`config.mk`:
```
export PLATFORM = sky130hd
export DESIGN_NAME = server_assignment_policy_unit_flat
export DESIGN_NICKNAME = d
export VERILOG_FILES = /design/src/design/sap_pkg.sv /design/src/design/sap_cfg_if.sv /design/src/design/sap_req_if.sv /design/src/design/sap_rsp_if.sv /design/src/design/sap_cell.sv /design/src/design/server_assignment_policy_unit.sv /design/src/flat_wrapper.sv
export SDC_FILE = /design/constraint.sdc
export NUM_CORES = 1
export LEC_CHECK = 0
export ABC_AREA = 1
export BUFFER_PORTS_ARGS = -buffer_cell sky130_fd_sc_hd__clkbuf_2
export CAP_MARGIN = 20
export CORE_MARGIN = 3
export CORE_UTILIZATION = 45
export DETAILED_ROUTE_END_ITERATION = 10
export RECOVER_POWER = 100
export SYNTH_ARGS = -nofsm -noshare
export SYNTH_HDL_FRONTEND = slang
export SYNTH_HIERARCHICAL = 1
export SYNTH_SLANG_ARGS = --single-unit
```
`constraint.sdc`:
```
create_clock -name clk -period 7.5 [get_ports clk]
set_input_delay 0.75 -clock clk [delete_from_list [all_inputs] [get_ports clk]]
set_output_delay 0.75 -clock clk [all_outputs]
set_load 0.01 [all_outputs]
```
`src/design/sap_pkg.sv`:
```
`timescale 1ns / 1ps
`default_nettype none
// ----------------------------------------------------------------------------
// Server assignment policy package
// Shared widths, codes and structures for the server assignment policy unit.
// ----------------------------------------------------------------------------
package sap_pkg;

    localparam int NUM_SERVERS = 8;
    localparam int DEPTH_W     = 8;
    localparam int LOAD_W      = 8;
    localparam int SRV_IDX_W   = 3;
    localparam int MASK_W      = 8;
    localparam int CFG_IDX_W   = 8;
    localparam int CFG_DATA_W  = 8;

    localparam logic [CFG_IDX_W-1:0] CFG_HIGH_LOAD = CFG_IDX_W'(0);
    localparam logic [CFG_IDX_W-1:0] CFG_LOW_LOAD  = CFG_IDX_W'(1);

    localparam logic [LOAD_W-1:0] HIGH_LOAD_RST = LOAD_W'(50);
    localparam logic [LOAD_W-1:0] LOW_LOAD_RST  = LOAD_W'(15);

    typedef enum logic [1:0] {
        KIND_BELOW_HIGH = 2'd0,
        KIND_ACTIVATED  = 2'd1,
        KIND_FALLBACK   = 2'd2
    } kind_t;

    typedef struct packed {
        logic [DEPTH_W-1:0] depth_0;
        logic [DEPTH_W-1:0] depth_1;
        logic [DEPTH_W-1:0] depth_2;
        logic [DEPTH_W-1:0] depth_3;
        logic [DEPTH_W-1:0] depth_4;
        logic [DEPTH_W-1:0] depth_5;
        logic [DEPTH_W-1:0] depth_6;
        logic [DEPTH_W-1:0] depth_7;
    } req_t;

    typedef struct packed {
        logic [SRV_IDX_W-1:0] server_index;
        logic [MASK_W-1:0]    active_mask;
        kind_t                choice_kind;
    } rsp_t;

    // Ripple between neighboring cells
    typedef struct packed {
        logic                 below_found;
        logic                 inact_found;
        logic                 min_valid;
        logic [DEPTH_W-1:0]   min_val;
        logic [SRV_IDX_W-1:0] min_idx;
    } chain_t;

    // Broadcast to every cell
    typedef struct packed {
        logic              load;
        logic              activate_en;
        logic [LOAD_W-1:0] high_load;
        logic [LOAD_W-1:0] low_load;
    } cell_ctl_t;

    // Per-cell selection flags
    typedef struct packed {
        logic pick_below;
        logic pick_act;
        logic active_next;
    } cell_pick_t;

endpackage
`default_nettype wire

```
`src/design/sap_cfg_if.sv`:
```
`timescale 1ns / 1ps
`default_nettype none
// ----------------------------------------------------------------------------
// Configuration write channel
// Register index and write data with a valid/ready handshake.
// ----------------------------------------------------------------------------
interface sap_cfg_if;
    import sap_pkg::*;

    logic                  valid;
    logic                  ready;
    logic [CFG_IDX_W-1:0]  index;
    logic [CFG_DATA_W-1:0] data;

    modport source (output valid, output index, output data, input ready);
    modport sink   (input valid, input index, input data, output ready);
endinterface
`default_nettype wire

```
`src/design/sap_req_if.sv`:
```
`timescale 1ns / 1ps
`default_nettype none
// ----------------------------------------------------------------------------
// Request channel
// One item per request, carrying the occupancy of every server.
// ----------------------------------------------------------------------------
interface sap_req_if;
    import sap_pkg::*;

    logic valid;
    logic ready;
    req_t data;

    modport source (output valid, output data, input ready);
    modport sink   (input valid, input data, output ready);
endinterface
`default_nettype wire

```
`src/design/sap_rsp_if.sv`:
```
`timescale 1ns / 1ps
`default_nettype none
// ----------------------------------------------------------------------------
// Result channel
// One item per request: chosen server, new mask and kind of choice.
// ----------------------------------------------------------------------------
interface sap_rsp_if;
    import sap_pkg::*;

    logic valid;
    logic ready;
    rsp_t data;

    modport source (output valid, output data, input ready);
    modport sink   (input valid, input data, output ready);
endinterface
`default_nettype wire

```
`src/design/sap_cell.sv`:
```
`timescale 1ns / 1ps
`default_nettype none
// ----------------------------------------------------------------------------
// Server cell
// Holds one active bit and ripples the selection state to its neighbor.
// ----------------------------------------------------------------------------
module sap_cell (
    input  wire                           clk,
    input  wire                           rst_n,
    input  wire  [sap_pkg::SRV_IDX_W-1:0] idx,
    input  wire  [sap_pkg::DEPTH_W-1:0]   depth,
    input  sap_pkg::cell_ctl_t            ctl,
    input  sap_pkg::chain_t               chain_in,
    output sap_pkg::chain_t               chain_out,
    output sap_pkg::cell_pick_t           pick,
    output logic                          active
);
    import sap_pkg::*;

    logic active_reg;
    logic active_next;
    logic keep;
    logic hit_below;
    logic is_free;
    logic take_min;

    always_comb
    begin
        keep      = active_reg && !(depth < ctl.low_load);
        hit_below = keep && (depth < ctl.high_load);
        is_free   = !keep;
        take_min  = !chain_in.min_valid || (depth < chain_in.min_val);

        chain_out.below_found = chain_in.below_found || hit_below;
        chain_out.inact_found = chain_in.inact_found || is_free;
        chain_out.min_valid   = 1'b1;
        chain_out.min_val     = take_min ? depth : chain_in.min_val;
        chain_out.min_idx     = take_min ? idx : chain_in.min_idx;

        pick.pick_below  = hit_below && !chain_in.below_found;
        pick.pick_act    = is_free && !chain_in.inact_found;
        pick.active_next = keep || (pick.pick_act && ctl.activate_en);
    end

    always_comb
    begin
        active_next = ctl.load ? pick.active_next : active_reg;
    end

    always_ff @(posedge clk or negedge rst_n)
    begin
        if (!rst_n)
        begin
            active_reg <= 1'b0;
        end
        else
        begin
            active_reg <= active_next;
        end
    end

    assign active = active_reg;

endmodule
`default_nettype wire

```
`src/design/server_assignment_policy_unit.sv`:
```
`timescale 1ns / 1ps
`default_nettype none
// ----------------------------------------------------------------------------
// Server assignment policy unit
// Row of server cells deciding one assignment per request item.
// ----------------------------------------------------------------------------
// The result of an accepted request is registered in the output register, or in the skid while a result waits.
// Throughput: 1 item per cycle while the skid is empty; the mask update ripples combinationally through the cell row.
// A two-entry output stage (register plus skid) keeps input open while a result waits.
// Reset: all servers inactive, high_load 50, low_load 15, output stage empty.
module server_assignment_policy_unit (
    input  wire        clk,
    input  wire        rst_n,
    sap_cfg_if.sink    cfg,
    sap_req_if.sink    req,
    sap_rsp_if.source  rsp
);
    import sap_pkg::*;

    logic [LOAD_W-1:0] high_load_reg;
    logic [LOAD_W-1:0] high_load_next;
    logic [LOAD_W-1:0] low_load_reg;
    logic [LOAD_W-1:0] low_load_next;

    rsp_t out_reg;
    rsp_t out_next;
    logic out_valid_reg;
    logic out_valid_next;
    rsp_t skid_reg;
    rsp_t skid_next;
    logic skid_valid_reg;
    logic skid_valid_next;

    logic in_fire;
    logic out_fire;
    logic cfg_fire;

    logic [DEPTH_W-1:0]     depth     [8];
    chain_t                 chain     [NUM_SERVERS+1];
    cell_pick_t             picks     [NUM_SERVERS];
    cell_ctl_t              ctl;
    logic [NUM_SERVERS-1:0] active_q;
    logic [NUM_SERVERS-1:0] mask_new;
    logic [SRV_IDX_W-1:0]   below_idx;
    logic [SRV_IDX_W-1:0]   act_idx;
    rsp_t                   result;

    assign cfg.ready = 1'b1;
    assign cfg_fire  = cfg.valid && cfg.ready;
    assign req.ready = !skid_valid_reg;
    assign in_fire   = req.valid && req.ready;
    assign out_fire  = out_valid_reg && rsp.ready;

    assign rsp.valid = out_valid_reg;
    assign rsp.data  = out_reg;

    assign depth[0] = req.data.depth_0;
    assign depth[1] = req.data.depth_1;
    assign depth[2] = req.data.depth_2;
    assign depth[3] = req.data.depth_3;
    assign depth[4] = req.data.depth_4;
    assign depth[5] = req.data.depth_5;
    assign depth[6] = req.data.depth_6;
    assign depth[7] = req.data.depth_7;

    always_comb
    begin
        high_load_next = high_load_reg;
        low_load_next  = low_load_reg;
        if (cfg_fire)
        begin
            case (cfg.index)
                CFG_HIGH_LOAD: high_load_next = LOAD_W'(cfg.data);
                CFG_LOW_LOAD:  low_load_next  = LOAD_W'(cfg.data);
                default:       ;
            endcase
        end
    end

    assign chain[0] = '0;

    // Step 2 result is known only at the end of the row
    assign ctl.load        = in_fire;
    assign ctl.activate_en = !chain[NUM_SERVERS].below_found;
    assign ctl.high_load   = high_load_reg;
    assign ctl.low_load    = low_load_reg;

    for (genvar i = 0; i < NUM_SERVERS; i++)
    begin : g_cell
        sap_cell u_cell (
            .clk       (clk),
            .rst_n     (rst_n),
            .idx       (SRV_IDX_W'(i)),
            .depth     (depth[i]),
            .ctl       (ctl),
            .chain_in  (chain[i]),
            .chain_out (chain[i+1]),
            .pick      (picks[i]),
            .active    (active_q[i])
        );
        assign mask_new[i] = picks[i].active_next;
    end

    always_comb
    begin
        below_idx = '0;
        act_idx   = '0;
        for (int i = 0; i < NUM_SERVERS; i++)
        begin
            below_idx = below_idx | (picks[i].pick_below ? SRV_IDX_W'(i) : '0);
            act_idx   = act_idx | (picks[i].pick_act ? SRV_IDX_W'(i) : '0);
        end

        result.active_mask = MASK_W'(mask_new);
        if (chain[NUM_SERVERS].below_found)
        begin
            result.server_index = below_idx;
            result.choice_kind  = KIND_BELOW_HIGH;
        end
        else if (chain[NUM_SERVERS].inact_found)
        begin
            result.server_index = act_idx;
            result.choice_kind  = KIND_ACTIVATED;
        end
        else
        begin
            result.server_index = chain[NUM_SERVERS].min_idx;
            result.choice_kind  = KIND_FALLBACK;
        end
    end

    always_comb
    begin
        out_next        = out_reg;
        out_valid_next  = out_valid_reg;
        skid_next       = skid_reg;
        skid_valid_next = skid_valid_reg;
        if (skid_valid_reg)
        begin
            if (out_fire)
            begin
                out_next        = skid_reg;
                skid_valid_next = 1'b0;
            end
        end
        else if (in_fire)
        begin
            if (!out_valid_reg || out_fire)
            begin
                out_next       = result;
                out_valid_next = 1'b1;
            end
            else
            begin
                skid_next       = result;
                skid_valid_next = 1'b1;
            end
        end
        else if (out_fire)
        begin
            out_valid_next = 1'b0;
        end
    end

    always_ff @(posedge clk or negedge rst_n)
    begin
        if (!rst_n)
        begin
            high_load_reg  <= HIGH_LOAD_RST;
            low_load_reg   <= LOW_LOAD_RST;
            out_valid_reg  <= 1'b0;
            skid_valid_reg <= 1'b0;
        end
        else
        begin
            high_load_reg  <= high_load_next;
            low_load_reg   <= low_load_next;
            out_valid_reg  <= out_valid_next;
            skid_valid_reg <= skid_valid_next;
        end
    end

    always_ff @(posedge clk)
    begin
        out_reg  <= out_next;
        skid_reg <= skid_next;
    end

    a_skid_behind_out: assert property (@(posedge clk) disable iff (!rst_n)
        skid_valid_reg |-> out_valid_reg)
        else $error("skid entry held without an output entry");

    a_mask_matches_cells: assert property (@(posedge clk) disable iff (!rst_n)
        (in_fire && !out_valid_reg) |=> (out_reg.active_mask == MASK_W'(active_q)))
        else $error("reported mask differs from cell state");

    a_chosen_is_active: assert property (@(posedge clk) disable iff (!rst_n)
        (out_valid_reg && ((out_reg.choice_kind == KIND_BELOW_HIGH)
            || (out_reg.choice_kind == KIND_ACTIVATED)))
        |-> out_reg.active_mask[out_reg.server_index])
        else $error("chosen server not active in reported mask");

    a_fallback_all_active: assert property (@(posedge clk) disable iff (!rst_n)
        (out_valid_reg && (out_reg.choice_kind == KIND_FALLBACK))
        |-> (&out_reg.active_mask[NUM_SERVERS-1:0]))
        else $error("fallback taken with an inactive server");

endmodule
`default_nettype wire

```
`src/flat_wrapper.sv`:
```
// flat-port wrapper written by rule: the top's interface ports become plain ports
module server_assignment_policy_unit_flat import sap_pkg::*;
  (clk, rst_n, cfg_valid, cfg_index, cfg_data, cfg_ready, req_valid, req_data, req_ready, rsp_valid, rsp_data, rsp_ready);
  sap_cfg_if cfg_i ();
  sap_req_if req_i ();
  sap_rsp_if rsp_i ();
  input  wire clk;
  input  wire rst_n;
  input wire logic [$bits(cfg_i.valid)-1:0] cfg_valid;
  input wire logic [$bits(cfg_i.index)-1:0] cfg_index;
  input wire logic [$bits(cfg_i.data)-1:0] cfg_data;
  output wire logic [$bits(cfg_i.ready)-1:0] cfg_ready;
  input wire logic [$bits(req_i.valid)-1:0] req_valid;
  input wire logic [$bits(req_i.data)-1:0] req_data;
  output wire logic [$bits(req_i.ready)-1:0] req_ready;
  output wire logic [$bits(rsp_i.valid)-1:0] rsp_valid;
  output wire logic [$bits(rsp_i.data)-1:0] rsp_data;
  input wire logic [$bits(rsp_i.ready)-1:0] rsp_ready;
  assign cfg_i.valid = cfg_valid;
  assign cfg_i.index = cfg_index;
  assign cfg_i.data = cfg_data;
  assign cfg_ready = cfg_i.ready;
  assign req_i.valid = req_valid;
  assign req_i.data = req_data;
  assign req_ready = req_i.ready;
  assign rsp_valid = rsp_i.valid;
  assign rsp_data = rsp_i.data;
  assign rsp_i.ready = rsp_ready;
  server_assignment_policy_unit u_core (.clk(clk), .rst_n(rst_n), .cfg(cfg_i), .req(req_i), .rsp(rsp_i));
endmodule
```
==> impl_metrics.json, run 1 <==
{
  "outcome": "finished, violations left",
  "violations": "setup timing",
  "rr_startpoint": "u_core/high_load_reg[1]",
  "period_needed_ns": 8.11,
  "drtPass1Iterations": 5,
  "stdcell_area_um2": 11700,
  "dpl.hpwl_um": 18500,
  "tightest_slew_ns": 1.40,
  "grt_usage_pct": 25.1,
  "finalCritPeriodShare_pct": 108,
  "num_rows": 49,
  "crit_type": "in2reg",
  "ir_drop_mv": 0.0972,
  "power.share.switching_pct": 41.6,
  "cap_violations": 0,
  "power.share.sequential_pct": 23.5,
  "avgViaCountPerCell": 4.83,
  "globalRoute.totalOverflow": 0,
  "stdcell_count": 1836,
  "r2r_cells": 26,
  "drc": 0,
  "cp_slowest_cell": "ha_4",
  "die_w_um": 142,
  "clock-sinks": 52,
  "cts_hold_buffers": 0,
  "drive_gt1_share_pct": 38.4,
  "antenna_found_initial": 0,
  "grt_pass1_vias": 8587,
  "coreArea_um2": 18100,
  "ant_nets": 0,
  "crit_path_end_kind": "flop",
  "hp-start": "u_core/g_cell[1].u_cell/active",
  "power_mw": 1.77,
  "clkPwrFrac_pct": 13.8,
  "routed_wl_um": 26200,
  "cts_tree": "done",
  "crit_top_cell": "nand2_2",
  "port-buffer-count": 99,
  "slew_headroom_pct": 6.89,
  "slew_viol_final": 0,
  "reg2reg_slack_ns": 4.03,
  "hold_violations": 0,
  "hold_depth": 2,
  "dr.first_iter.drc_count": 412,
  "hp-class": "reg2reg",
  "power.switching_mw": 0.734,
  "syn-cell-area_um2": 8350,
  "setup_ws_ns": -0.607,
  "hold_end": "u_core/g_cell[1].u_cell/active",
  "cts_root_buf": "clkbuf_16",
  "pwr-share-comb_pct": 62.7,
  "chipHeight_um": 142,
  "max_stage_delay_ns": 0.28,
  "cts.clk_slew.worst_paths_ns": 0.07,
  "setup_violations": 6,
  "dieArea_um2": 20200,
  "avgSynthCellArea_um2": 6.40,
  "io_pins": 101,
  "placedCellCount": 1731,
  "grt_pass1_wl_um": 41200,
  "r2r-end": "u_core/rsp.data[2]",
  "fin_nets": 1859,
  "required_ns": 7.54,
  "start_util_pct": 46.2,
  "finalClockSkew_ns": 0.00741,
  "whs_ns": 0.483,
  "syn_inst": 1304,
  "crit_fanout": 7,
  "insertedDiodeCount": 0,
  "syn_to_final_growth_pct": 40.5,
  "place_congestion": 0.852,
  "max_freq_mhz": 123,
  "wl_per_cell_um": 14.3,
  "clk_latency_ns": 0.29,
  "power_density_nw_per_um2": 151,
  "leakagePower_nw": 6.04,
  "grt_max_degree": 27,
  "cts_buffer_depth": 2,
  "worst_setup_path_start_kind": "input pin",
  "internal_power_mw": 1.03,
  "dpl_cell_area_um2": 9730,
  "cts_buffers": 5,
  "seq_area_um2": 1440,
  "fillers": 1616,
  "multiInputGateArea_um2": 6980,
  "rsz0062_at_grt": "true",
  "cts.htree.levels": 2,
  "tns_ns": -3.24,
  "yosys_warnings": 6,
  "via_count": 8862,
  "cp.arrival_ns": 8.15
}
[cells in the final DEF, fill, tap and decap left out]
master	count
a21oi_4	1
clkbuf_8	2
nor3_1	8
nand2_8	1
clkbuf_2	78
ha_4	39
buf_8	2
nand3_2	30
nor2_1	59
nor2_2	5
buf_12	1
clkbuf_1	16
a21oi_2	20
nand3_1	64
o21ai_0	17
o21a_1	8
inv_4	1
nand2_2	138
dfrtp_1	19
clkbuf_16	6
nand2_1	345
inv_6	1
o21ai_1	2
inv_1	173
inv_2	67
dfstp_2	7
o21ai_2	6
ha_1	129
conb_1	56
buf_4	171
buf_6	13
a21oi_1	68
nand3_4	5
edfxtp_1	26
nand2_4	22
nor2_4	1
[routing by layer]
layer	global-route usage, %	wire length (µm)	vias up
met5	0	0	-
li1	-	-	4635
met2	44.8	13000	207
met1	32.0	11500	3975
met3	3.36	1250	45
met4	6.26	567	0
[area by class of cell]
cell class	instances	share of cell area [%]
clock inverters	1	0.0747
inverters	241	7.73
well taps	229	2.44
multi-input cells	1024	59.5
repair buffers	282	16.7
clock buffers	7	1.31
flip-flops and latches	52	12.3
[through the flow]
| step | util (%) | setup slack (ns) |
|---|---|---|
| 3_3_place_gp | 53.8 | -1.00 |
| 2_1_floorplan | - | -0.276 |
| 5_1_grt | 64.8 | -1.01 |
| 3_5_place_dp | 53.8 | -1.22 |
| 6_report | 64.8 | -0.607 |
| 4_1_cts | 62.5 | -0.376 |
[critical path, delay by kind of cell]
family                     cells  cell delay (ns)
buffers and inverters         14             1.30
adders and majority gates      7             1.85
and+or+nand+nor               39             3.20
AOI/OAI and AO/OA              6             1.05
[worst max path at each step]
stage | from | endpoint | slack (ns)
2_1_floorplan | req_data[63] | u_core/rsp.data[11] | -0.28
3_3_place_gp | req_data[57] | u_core/rsp.data[10] | -1.00
3_5_place_dp | req_data[57] | u_core/rsp.data[10] | -1.22
4_1_cts | req_data[58] | u_core/rsp.data[12] | -0.38
5_1_grt | req_data[60] | u_core/rsp.data[10] | -1.01
6_report | req_data[59] | u_core/rsp.data[10] | -0.61
[power by group through the flow]
stage / registers [mW] / clock network, mW / logic, mW
2_1_floorplan: 0.414 / 0 / 0.498
3_3_place_gp: 0.421 / 0 / 0.751
3_5_place_dp: 0.423 / 0 / 0.766
4_1_cts: 0.418 / 0.249 / 0.984
5_1_grt: 0.424 / 0.261 / 1.23
6_report: 0.416 / 0.244 / 1.11
[timing repair]
action,CTS,global route
cloned,2,0
buffers inserted,86,8
setup endpoints to repair,6,6
pin swaps,96,108
gates resized for setup,153,91
Note: power is estimated with default switching activity, not from simulation.
==> run 2, diff against run 1 <==
--- a/config.mk
+++ b/config.mk
@@ -5,7 +5,6 @@
 export SDC_FILE = /design/constraint.sdc
 export NUM_CORES = 1
 export LEC_CHECK = 0
-export ABC_AREA = 1
 export BUFFER_PORTS_ARGS = -buffer_cell sky130_fd_sc_hd__clkbuf_2
 export CAP_MARGIN = 20
 export CORE_MARGIN = 3
==> impl_metrics.json, run 2 <==
{
  "outcome": "finished, violations left",
  "violations": "setup timing",
  "power_density_nw_per_um2": 153,
  "place_congestion": 0.836,
  "wl_per_cell_um": 16.5,
  "dpl.hpwl_um": 17300,
  "num_rows": 47,
  "via_count": 6763,
  "reg2reg_slack_ns": 2.44,
  "r2r-end": "u_core/rsp.data[10]",
  "chipHeight_um": 137,
  "fin_nets": 1364,
  "cts.clk_slew.worst_paths_ns": 0.07,
  "leakagePower_nw": 4.48,
  "crit_path_end_kind": "flop",
  "crit_fanout": 7,
  "rsz0062_at_grt": "true",
  "final_cell_mix": "inv_1, ha_1, buf_4, clkbuf_2, mux2_2",
  "drive_gt1_share_pct": 32.9,
  "clkPwrFrac_pct": 15.2,
  "grt_max_degree": 27,
  "setup_violations": 6,
  "clock-sinks": 52,
  "pwr-share-comb_pct": 53.2,
  "coreArea_um2": 16800,
  "cts_buffers": 5,
  "routed_wl_um": 21900,
  "critPathLaunch": "req_data[62]",
  "ir_drop_mv": 0.0951,
  "cp.arrival_ns": 11.29,
  "cts.htree.levels": 2,
  "crit_top_cell": "mux2_4",
  "grt_pass1_wl_um": 34000,
  "dr.first_iter.drc_count": 411,
  "period_needed_ns": 11.13,
  "io_pins": 101,
  "finalClockSkew_ns": 0.00595,
  "syn_inst": 883,
  "syn-cell-area_um2": 7770,
  "r2r_cells": 16,
  "grt_pass1_vias": 6434,
  "drc": 0,
  "setup_ws_ns": -3.63,
  "die_w_um": 137,
  "clk_latency_ns": 0.29,
  "pre_cts_ws_ns": -4.30,
  "port-buffer-count": 99,
  "cp_slowest_cell": "or3b_4",
  "hp-class": "reg2reg",
  "avgSynthCellArea_um2": 8.81,
  "max_freq_mhz": 89.9,
  "start_util_pct": 46.4,
  "dieArea_um2": 18900,
  "slew_headroom_pct": 2.45,
  "setup.worst_path.end": "u_core/rsp.data[10]",
  "ant_nets": 0,
  "required_ns": 7.66,
  "cp_num_buf_inv": 13,
  "worst_setup_path_start_kind": "input pin",
  "syn_to_final_growth_pct": 25.6,
  "rr_startpoint": "u_core/low_load_reg[5]",
  "hold_violations": 0,
  "power.share.sequential_pct": 31.6,
  "insertedDiodeCount": 0,
  "max_stage_delay_ns": 0.37,
  "yosys_warnings": 6,
  "drtPass1Iterations": 5,
  "grt_usage_pct": 23.2,
  "layout_commonest_cell": "inv_1",
  "power.switching_mw": 0.577,
  "power.share.switching_pct": 38.7,
  "cts_hold_buffers": 0,
  "antenna_found_initial": 0,
  "final_core_util_pct": 58.2,
  "globalRoute.totalOverflow": 0,
  "slew_viol_final": 0,
  "internal_power_mw": 0.916,
  "crit_type": "in2reg",
  "avgViaCountPerCell": 5.08,
  "fillers": 1527,
  "crit_family": "compound AO/OA/AOI/OAI gates",
  "finalCritPeriodShare_pct": 148,
  "cts_root_buf": "clkbuf_16",
  "tightest_slew_ns": 1.46,
  "cts_tree": "done",
  "cp.depth": 52,
  "cap_violations": 0,
  "cts_buffer_depth": 2
}
[run 2: repair_timing]
item | CTS | global route
pin swaps | 13 | 4
resized for setup | 17 | 13
endpoints found under the setup margin | 6 | 6
buffers inserted | 11 | 4
[run 2: final cells by class]
cell class              count  area (µm²)  share of cell area, %
multi-input cells         687        6040                   61.9
well taps                 220         275                   2.82
flip-flops and latches     52        1440                   14.8
repair buffers            192        1200                   12.3
inverters                 173         657                   6.73
clock buffers               6         129                   1.32
clock inverters             2        16.3                  0.167
[run 2: layer usage]
| layer | part of all wire, % | wire (µm) | track usage (%) |
|---|---|---|---|
| met3 | 4.5 | 987 | 1.94 |
| met2 | 48 | 10500 | 40.7 |
| met4 | 0.87 | 192 | 3.44 |
| met1 | 47 | 10300 | 31.8 |
| met5 | 0 | 0 | 0 |
[run 2: worst min-delay path by stage]
stage,from,end,slack (ns),cells after the start
after global routing,u_core/skid_reg[10],u_core/rsp.data[10],0.56,1
after CTS,rst_n,u_core/skid_valid_reg,0.51,1
after detailed placement,u_core/skid_reg[0],u_core/rsp.data[0],0.52,2
after global placement,u_core/skid_reg[0],u_core/rsp.data[0],0.52,2
after floorplan,rst_n,u_core/g_cell[0].u_cell/active,0.45,0
final,u_core/rsp.valid,u_core/skid_valid_reg,0.53,1
[run 2: metrics by stage]
stage / instances / TNS [ns] / power, mW / hold WS [ns] / instance area, µm²
after global placement: 1309 / -24.81 / 1.24 / 0.516 / 9450
after floorplan: 930 / -21.99 / 0.968 / 0.454 / 8260
after CTS: 1328 / -20.38 / 1.50 / 0.509 / 9770
after global routing: 1332 / -23.05 / 1.61 / 0.558 / 9760
after detailed placement: 1309 / -25.32 / 1.25 / 0.518 / 9450
final: 1332 / -21.27 / 1.49 / 0.532 / 9760
[run 2: power by group through the flow]
stage | clock [mW] | sequential (mW) | combinational [mW]
CTS | 0.232 | 0.472 | 0.800
global route | 0.240 | 0.481 | 0.889
detailed placement | 0 | 0.477 | 0.774
finish | 0.227 | 0.472 | 0.794
floorplan | 0 | 0.463 | 0.506
global placement | 0 | 0.476 | 0.765
[run 2: worst register-to-register path, delay by kind of cell (launching register included)]
family	cells	cell delay, ns
muxes	1	0.28
and+or+nand+nor	11	3.10
DFF	1	0.72
AOI/OAI and AO/OA	2	0.31
adders and majority gates	1	0.32
buffers and inverters	1	0.10
==> run 3, diff against run 2 <==
--- a/config.mk
+++ b/config.mk
@@ -10,7 +10,6 @@
 export CORE_MARGIN = 3
 export CORE_UTILIZATION = 45
 export DETAILED_ROUTE_END_ITERATION = 10
-export RECOVER_POWER = 100
 export SYNTH_ARGS = -nofsm -noshare
 export SYNTH_HDL_FRONTEND = slang
 export SYNTH_HIERARCHICAL = 1
==> impl_metrics.json, run 3 (synthesized netlist as in run 2, its figures left out) <==
{
  "outcome": "finished, violations left",
  "violations": "setup timing",
  "ir_drop_mv": 0.0965,
  "cp_num_buf_inv": 13,
  "coreArea_um2": 16800,
  "grt_usage_pct": 23.2,
  "clock-sinks": 52,
  "stdcell_area_um2": 9840,
  "cts_buffer_depth": 2,
  "rr_startpoint": "u_core/low_load_reg[5]",
  "final_cell_mix": "inv_1, ha_1, clkbuf_2, buf_4, mux2_2",
  "cts_tree": "done",
  "port-buffer-count": 99,
  "slew_viol_final": 0,
  "dpl_cell_area_um2": 9450,
  "hp-class": "in2async",
  "dr.first_iter.drc_count": 390,
  "crit_path_end_kind": "flop",
  "leakagePower_nw": 4.53,
  "io_pins": 101,
  "place_congestion": 0.836,
  "power_density_nw_per_um2": 153,
  "routed_wl_um": 21900,
  "avgViaCountPerCell": 5.06,
  "reg2reg_slack_ns": 2.44,
  "start_util_pct": 46.4,
  "grt_max_degree": 27,
  "layout_commonest_cell": "inv_1",
  "cts_hold_buffers": 0,
  "max_freq_mhz": 90.0,
  "fin_nets": 1364,
  "fillers": 1503,
  "cp.arrival_ns": 11.28,
  "rsz0062_at_grt": "true",
  "finalCritPeriodShare_pct": 148,
  "dieArea_um2": 18900,
  "setup_violations": 6,
  "setup_ws_ns": -3.61,
  "cts_root_buf": "clkbuf_16",
  "crit_top_cell": "mux2_4",
  "cp_slowest_cell": "or3b_4",
  "cts_buffers": 5,
  "period_needed_ns": 11.11,
  "tns_ns": -21.20,
  "crit_family": "compound AO/OA/AOI/OAI gates",
  "antenna_found_initial": 0,
  "via_count": 6734,
  "max_stage_delay_ns": 0.37,
  "cts.clk_slew.worst_paths_ns": 0.07,
  "chipHeight_um": 137,
  "hold_violations": 0,
  "drive_gt1_share_pct": 35.4,
  "clk_latency_ns": 0.29,
  "cts.htree.levels": 2,
  "crit_fanout": 7,
  "slew_headroom_pct": 51.9,
  "grt_pass1_wl_um": 34000,
  "syn_to_final_growth_pct": 26.6,
  "drtPass1Iterations": 5,
  "die_w_um": 137,
  "wl_per_cell_um": 16.4,
  "r2r-end": "u_core/rsp.data[10]",
  "tightest_slew_ns": 0.722,
  "whs_ns": 0.484,
  "worst_setup_path_start_kind": "input pin",
  "crit_type": "in2reg",
  "r2r_cells": 16,
  "globalRoute.totalOverflow": 0,
  "required_ns": 7.66,
  "drc": 0,
  "finalClockSkew_ns": 0.00842,
  "insertedDiodeCount": 0,
  "dpl.hpwl_um": 17300,
  "ant_nets": 0,
  "grt_pass1_vias": 6434,
  "num_rows": 47,
  "cap_violations": 0
}
run 3: timing repair:
action,in CTS,in global routing
pin swaps,13,4
setup endpoints to repair,6,6
setup buffers,11,4
resized for setup,17,13
cloned,0,0
run 3: area by class of cell:
class / instances / area [µm²] / area share (%)
multi-input combinational: 687 / 6090 / 61.9
sequential: 52 / 1440 / 14.6
timing repair buffer: 192 / 1230 / 12.5
inverter: 173 / 657 / 6.68
tap: 220 / 275 / 2.80
clock buffer: 6 / 129 / 1.31
clock inverter: 2 / 16.3 / 0.165
run 3: how the worst max path moves through the flow:
stage,start,to,slack [ns],depth (start not counted)
2_1_floorplan,req_data[62],u_core/rsp.data[10],-3.75,53
3_3_place_gp,req_data[62],u_core/rsp.data[10],-4.21,47
3_5_place_dp,req_data[62],u_core/rsp.data[10],-4.30,47
4_1_cts,req_data[62],u_core/rsp.data[10],-3.48,52
5_1_grt,req_data[62],u_core/rsp.data[11],-3.92,52
6_report,req_data[62],u_core/rsp.data[10],-3.61,52
run 3: power by group:
| group | total (mW) | switching, mW | internal [mW] |
|---|---|---|---|
| Sequential | 0.472 | 0.0694 | 0.402 |
| Clock | 0.228 | 0.103 | 0.125 |
| Combinational | 0.808 | 0.406 | 0.402 |
| Total | 1.51 | 0.579 | 0.929 |
run 3: per-layer routing:
layer / global-route usage (%) / up-vias / share of wire (%)
li1: - / 3495 / -
met1: 31.8 / 3077 / 47
met2: 40.7 / 149 / 48
met3: 1.94 / 13 / 4.6
met4: 3.44 / 0 / 0.94
met5: 0 / - / 0
run 3: through the flow:
step | std cells | util (%) | power (mW) | setup slack [ns]
global route | 1332 | 58.7 | 1.63 | -3.92
global placement | 1309 | 56.4 | 1.24 | -4.21
CTS | 1328 | 58.3 | 1.50 | -3.48
floorplan | 930 | - | 0.968 | -3.75
detailed placement | 1309 | 56.4 | 1.25 | -4.30
finish | 1332 | 58.7 | 1.51 | -3.61
